$ cat src/rtl/tcw_pkg.sv
package tcw_pkg;

  // Screen geometry
  localparam int COLUMNS        = 80;
  localparam int SCREEN_ROWS    = 25;
  localparam int TEXT_ROWS      = SCREEN_ROWS - 1;
  localparam int CELL_COUNT     = COLUMNS * TEXT_ROWS;
  localparam int LAST_ROW_START = CELL_COUNT - COLUMNS;

  localparam int ADDR_W = $clog2(CELL_COUNT);
  localparam int COL_W  = $clog2(COLUMNS);
  localparam int ROW_W  = (TEXT_ROWS > 1) ? $clog2(TEXT_ROWS) : 1;

  // Fixed field widths
  localparam int OP_W    = 2;
  localparam int CHAR_W  = 8;
  localparam int ATTR_W  = 8;
  localparam int CUR_W   = 11;
  localparam int POS_W   = 8;
  localparam int CELL_W  = CHAR_W + ATTR_W;
  localparam int IN_DW   = 40;
  localparam int OUT_DW  = 32;

  // Operation codes
  localparam logic [OP_W-1:0] OP_PUT   = 2'd0;
  localparam logic [OP_W-1:0] OP_READ  = 2'd1;
  localparam logic [OP_W-1:0] OP_SETC  = 2'd2;
  localparam logic [OP_W-1:0] OP_CLEAR = 2'd3;

  // Character and attribute constants
  localparam logic [CHAR_W-1:0] SPACE_CHAR     = 8'h20;
  localparam logic [CHAR_W-1:0] NEWLINE_CHAR   = 8'h0A;
  localparam logic [CHAR_W-1:0] BACKSPACE_CHAR = 8'h08;
  localparam logic [ATTR_W-1:0] RESET_ATTR     = 8'h1E;

  // Controller to datapath
  typedef struct packed {
    logic item_ld;     // latch accepted request
    logic exec;        // act on latched request
    logic copy_rd;     // scroll copy: read sweep+COLUMNS
    logic fill_wr;     // blank the cell at the sweep pointer
    logic fill_init;   // blank with the reset attribute
    logic sw_clr;
    logic sw_set_last;
    logic sw_inc;
    logic out_ld;      // load result register
  } tcw_cmd_t;

  // Datapath to controller
  typedef struct packed {
    logic [OP_W-1:0] op;
    logic            scroll_need;
    logic            sw_end_fill;
    logic            sw_end_copy;
  } tcw_sts_t;

endpackage

$ cat src/rtl/tcw_ctrl.sv
module tcw_ctrl (
  input  logic             clk,
  input  logic             rst_n,
  input  logic             in_tvalid,
  output logic             in_tready,
  output logic             out_tvalid,
  input  logic             out_tready,
  input  tcw_pkg::tcw_sts_t sts,
  output tcw_pkg::tcw_cmd_t cmd
);
  import tcw_pkg::*;

  localparam logic [2:0] S_INIT = 3'd0;
  localparam logic [2:0] S_IDLE = 3'd1;
  localparam logic [2:0] S_EXEC = 3'd2;
  localparam logic [2:0] S_FILL = 3'd3;
  localparam logic [2:0] S_SCRL = 3'd4;
  localparam logic [2:0] S_SDRN = 3'd5;
  localparam logic [2:0] S_BLNK = 3'd6;
  localparam logic [2:0] S_DONE = 3'd7;

  logic [2:0] state_r, state_nxt;
  logic       out_vld_r, out_vld_nxt;
  logic       out_free;

  assign out_free   = !out_vld_r || out_tready;
  assign in_tready  = (state_r == S_IDLE);
  assign out_tvalid = out_vld_r;

  always_comb begin
    state_nxt = state_r;
    cmd       = '0;
    case (state_r)
      S_INIT: begin
        cmd.fill_wr   = 1'b1;
        cmd.fill_init = 1'b1;
        cmd.sw_inc    = 1'b1;
        if (sts.sw_end_fill) state_nxt = S_IDLE;
      end
      S_IDLE: begin
        if (in_tvalid) begin
          cmd.item_ld = 1'b1;
          state_nxt   = S_EXEC;
        end
      end
      S_EXEC: begin
        cmd.exec = 1'b1;
        case (sts.op)
          OP_PUT, OP_SETC: begin
            if (sts.scroll_need) begin
              cmd.sw_clr = 1'b1;
              state_nxt  = S_SCRL;
            end else if (out_free) begin
              cmd.out_ld = 1'b1;
              state_nxt  = S_IDLE;
            end else begin
              state_nxt = S_DONE;
            end
          end
          OP_CLEAR: begin
            cmd.sw_clr = 1'b1;
            state_nxt  = S_FILL;
          end
          default: state_nxt = S_DONE;  // read: data lands next cycle
        endcase
      end
      S_FILL: begin
        cmd.fill_wr = 1'b1;
        cmd.sw_inc  = 1'b1;
        if (sts.sw_end_fill) state_nxt = S_DONE;
      end
      S_SCRL: begin
        cmd.copy_rd = 1'b1;
        if (sts.sw_end_copy) begin
          cmd.sw_set_last = 1'b1;
          state_nxt       = S_SDRN;
        end else begin
          cmd.sw_inc = 1'b1;
        end
      end
      S_SDRN: state_nxt = S_BLNK;   // last copy write drains
      S_BLNK: begin
        cmd.fill_wr = 1'b1;
        cmd.sw_inc  = 1'b1;
        if (sts.sw_end_fill) state_nxt = S_DONE;
      end
      S_DONE: begin
        if (out_free) begin
          cmd.out_ld = 1'b1;
          state_nxt  = S_IDLE;
        end
      end
      default: state_nxt = S_IDLE;
    endcase
  end

  always_comb begin
    out_vld_nxt = out_vld_r;
    if (cmd.out_ld) out_vld_nxt = 1'b1;
    else if (out_tready) out_vld_nxt = 1'b0;
  end

  always_ff @(posedge clk) begin
    if (!rst_n) begin
      state_r   <= S_INIT;
      out_vld_r <= 1'b0;
    end else begin
      state_r   <= state_nxt;
      out_vld_r <= out_vld_nxt;
    end
  end

endmodule

$ cat config.mk
export PLATFORM = sky130hd
export DESIGN_NAME = tcw_ctrl
export DESIGN_NICKNAME = d
export VERILOG_FILES = /design/src/rtl/tcw_pkg.sv /design/src/rtl/tcw_ctrl.sv
export SDC_FILE = /design/constraint.sdc
export NUM_CORES = 1
export LEC_CHECK = 0
export ABC_AREA = 1
export BUFFER_PORTS_ARGS = -buffer_cell sky130_fd_sc_hd__buf_2
export CORE_AREA = 2 2 39 41
export CTS_BUF_LIST = sky130_fd_sc_hd__clkbuf_8
export DETAILED_ROUTE_END_ITERATION = 8
export DIE_AREA = 0 0 41 43
export GPL_ROUTABILITY_DRIVEN = 0
export GPL_TIMING_DRIVEN = 1
export PLACE_DENSITY = 0.65
export REMOVE_ABC_BUFFERS = 1
export SYNTH_ARGS = -nofsm -noshare
export SYNTH_HDL_FRONTEND = slang
export SYNTH_SLANG_ARGS = --single-unit
$ cat constraint.sdc
create_clock -name clk -period 1.31 [get_ports clk]
set_input_delay 0.1965 -clock clk [delete_from_list [all_inputs] [get_ports clk]]
set_output_delay 0.1965 -clock clk [all_outputs]
set_load 0.03 [all_outputs]
==> run summary <==
The clock tree from TritonCTS is built. The endpoint of the most critical register-to-register path is state_r[1]$_SDFFE_PN0P_. The number of max-slew violations in the final report came out at 0. STA classifies the critical path startpoint as a register. The largest stage delay on the critical path is around 400 ps.

The final standard cell utilization of the core is ~56%. The slowest cell on the critical path is dfxtp_4. The number of inserted filler cells in the final layout is 130.

The total core area is about 1400 um^2. The least setup slack across all paths after layout is -56.8 ps. The total number of nets in the final design came out at around 120. The die is ~43 um tall. The total placed cells including tap cells is approximately 110. The post-layout instance count excluding filler cells is between 100 and 150. The worst setup path is of the register to output pin kind. The worst slack after detailed placement came out at -12.3 ps. The endpoint class of the critical path is an output pin. The count of H-tree levels built during CTS is 1.

The critical path goes through nand2_4 -> nor2_4 -> inv_2 -> o22ai_4 -> buf_6. The worst-skew pair later-pin latency came out at between 200 and 250 ps. The clock-pin slew reported for the worst setup and hold paths after clock tree synthesis came out at approximately 30 ps. The number of maximum-capacitance violations came out at 0. The post-synthesis instance area came out at 395 um^2. The mean post-synth cell area is between 5 and 6 um^2.

The floorplan has 14 rows. The HPWL after detailed placement came out at 842 um. The clock net in this run drives a total of 4 sinks. The max-slew headroom at the worst pin came out at 86.1%. The maximum number of pins on one net before global-route repair is 7. Measured in cells, the most critical reg-to-reg path has a length of 10. The final-report hold violation count is 0.

For the pin with the worst max-slew slack, the measured transition is roughly 210 ps. The proportion of layout cells with a drive suffix above 1 came out at a little over three fifths. The library cell used most frequently in the layout, excluding fill and tap cells, is nand2_1. The buffer levels on the longest clock path came out at 2. For this design the ratio of total power to cell area is 2430 nW/um^2. The residual DRC count came out at 0.

The antenna violation net count after detailed routing is 0. The cell area reported after detailed placement is about 550 um^2. The worst register-to-register path begins at state_r[0]$_SDFFE_PN0P_. The start point of the worst hold path is rst_n. The cell chosen for the clock root is clkbuf_8. The path with the worst hold slack has its endpoint at out_tvalid$_SDFFE_PN0P_.

The width of the chip came out at roughly 41 um. For this configuration, the core starts out at a cell density of roughly 29%. The met1 routed wirelength after detailed routing is approximately 480 um. The wire length on met3 came out at between 60 and 70 um. The wire length of the first global-routing pass came out at roughly 2000 um. The worst path uses 104% of the clock period. The number of ports placed on the die boundary came out at 20. The number of instances in the synthesized netlist is 73. The post-detailed-route via-to-cell ratio is approximately 4.5. The flow ran to the end, but the final reports show violations. The final cell area excluding filler cells is between 700 and 800 um^2. The number of vias after detailed routing came out at around 550. Global routing consumed, over all layers together, approximately 17% of the routing resources. The checks that failed: negative setup slack.

The highest metal layer carrying signal wires in the routed design is met4. VDD sags by at most 886 uV. The floorplan step defined a die boundary enclosing 1760 um^2. The setup check on the worst reg-to-reg path leaves a slack of roughly 10 ps. The number of global-route vias before repair is just over 500. Detailed routing placed a total of ~620 um of wire on met2. Along the worst hold path, the cell count comes to 3.

Hold repair after CTS inserted 0 buffers. The Yosys step of the flow raised 0 warnings. The required arrival time at the worst endpoint came out at around 1100 ps. Hold timing on the final database bottoms out at a slack of between 200 and 250 ps. The maximum fanout along the worst path is 6.

The sum of overflow across all layers after global routing came out at 0. The distinct cell type count after synthesis came out at 17. The total clock buffers created by CTS came out at 3.

The clock skew after layout is ~4 ps. The arrival time reported for the critical path endpoint came out at 1170 ps. The highest clock frequency the design can meet is 732 MHz. The number of antenna violations at the first check in global routing came out at 0. The total leakage power came out at roughly 0.42 nW. In the layout the commonest cells are nand2_1, buf_4, buf_2, inv_1, nor2_1. Setup repair after global routing could not meet its margin everywhere. The number of flip-flops and latches in the synthesized netlist came out at 4. The count of routing violations after the opening detailed-route iteration came out at 1. The final routed wire length divided by cell count came out at about 10 um. The count of buffers from port buffering is 19. The proportion of synthesized chip area in sequential cells is around 20%.

The final wirelength is around 1200 um. The final critical-path required period came out at approximately 1400 ps. Before antenna repair, the detailed router went through 3 iterations. The worst min-delay path class is primary input to register. The antenna diode count came out at 0.

The area added between synthesis and finish is 94.6%. The setup-violating endpoint count in the final report is 4.
==> timing repair <==
| item | 4_1_cts | 5_1_grt |
|---|---|---|
| setup endpoints to repair | 8 | 11 |
| resized for setup | 33 | 18 |
| setup buffers | 4 | 1 |
| pin swaps | 3 | 2 |
==> routing by layer <==
| metal | GRT usage [%] | vias up |
|---|---|---|
| li1 | - | 282 |
| met4 | 10.0 | 0 |
| met2 | 24.7 | 18 |
| met3 | 5.24 | 4 |
| met5 | 0 | - |
| met1 | 19.7 | 243 |
==> logic make-up (layout without fill, tap and decap cells) <==
group | count (synthesis) | after routing | synth area share [%]
AO/OA/AOI/OAI | 4 | 4 | 6.96
buffers and inverters | 16 | 48 | 16.5
flip-flops | 4 | 4 | 20.3
AND/OR/NAND/NOR | 49 | 49 | 56.3
==> cells in the mapped netlist (all sizes together) <==
cell type / instances / area, um^2
dfxtp: 4 / 80.1
nand2: 22 / 87.6
o22ai: 1 / 12.5
nand3b: 1 / 7.51
nor2: 18 / 82.6
inv: 14 / 52.6
nor3: 2 / 10.0
nand3: 6 / 35.0
buf: 2 / 12.5
o21ai: 3 / 15.0
==> flip-flops by register name, summed over array words and instances, names as in the netlist <==
name	count
out_tvalid	1
state_r	3
==> worst max path at each step <==
| stage | start | endpoint | slack [ps] | depth (start not counted) |
|---|---|---|---|---|
| after global routing | state_r[1]$_SDFFE_PN0P_ | state_r[1]$_SDFFE_PN0P_ | -140 | 10 |
| after floorplan | state_r[0]$_SDFFE_PN0P_ | cmd[3] | -670 | 5 |
| final | state_r[1]$_SDFFE_PN0P_ | cmd[0] | -60 | 5 |
| after global placement | state_r[0]$_SDFFE_PN0P_ | cmd[3] | 10 | 6 |
| after detailed placement | state_r[0]$_SDFFE_PN0P_ | cmd[3] | -10 | 6 |
| after CTS | state_r[1]$_SDFFE_PN0P_ | cmd[0] | -60 | 5 |
==> critical path, delay by kind of cell, from the launching register on <==
family,cells,cell delay (ps)
and+or+nand+nor,2,160
DFF,1,390
buffers and inverters,2,210
AOI/OAI and AO/OA,1,180
==> report_power, final <==
group | switching (W) | internal [W]
Combinational | 0.000790 | 0.000541
Sequential | 0.0000839 | 0.000183
Clock | 0.0000757 | 0.000197
Total | 0.000950 | 0.000921
==> per-stage QoR <==
stage | power, W | TNS [ps]
6_report | 0.00187 | -176
5_1_grt | 0.00203 | -898
4_1_cts | 0.00176 | -178
3_5_place_dp | 0.00121 | -12.3
3_3_place_gp | 0.00120 | 0
2_1_floorplan | 0.000918 | -1510
==> final cells by class <==
cell class	instances	area [um^2]	share of cell area, %
Sequential cell	4	88.8	11.5
Inverter	14	57.6	7.48
Clock buffer	3	41.3	5.37
Multi-Input combinational cell	53	338	43.9
Timing Repair Buffer	31	224	29.1
Tap cell	16	20.0	2.60
Power figures use the tool's default switching activity.
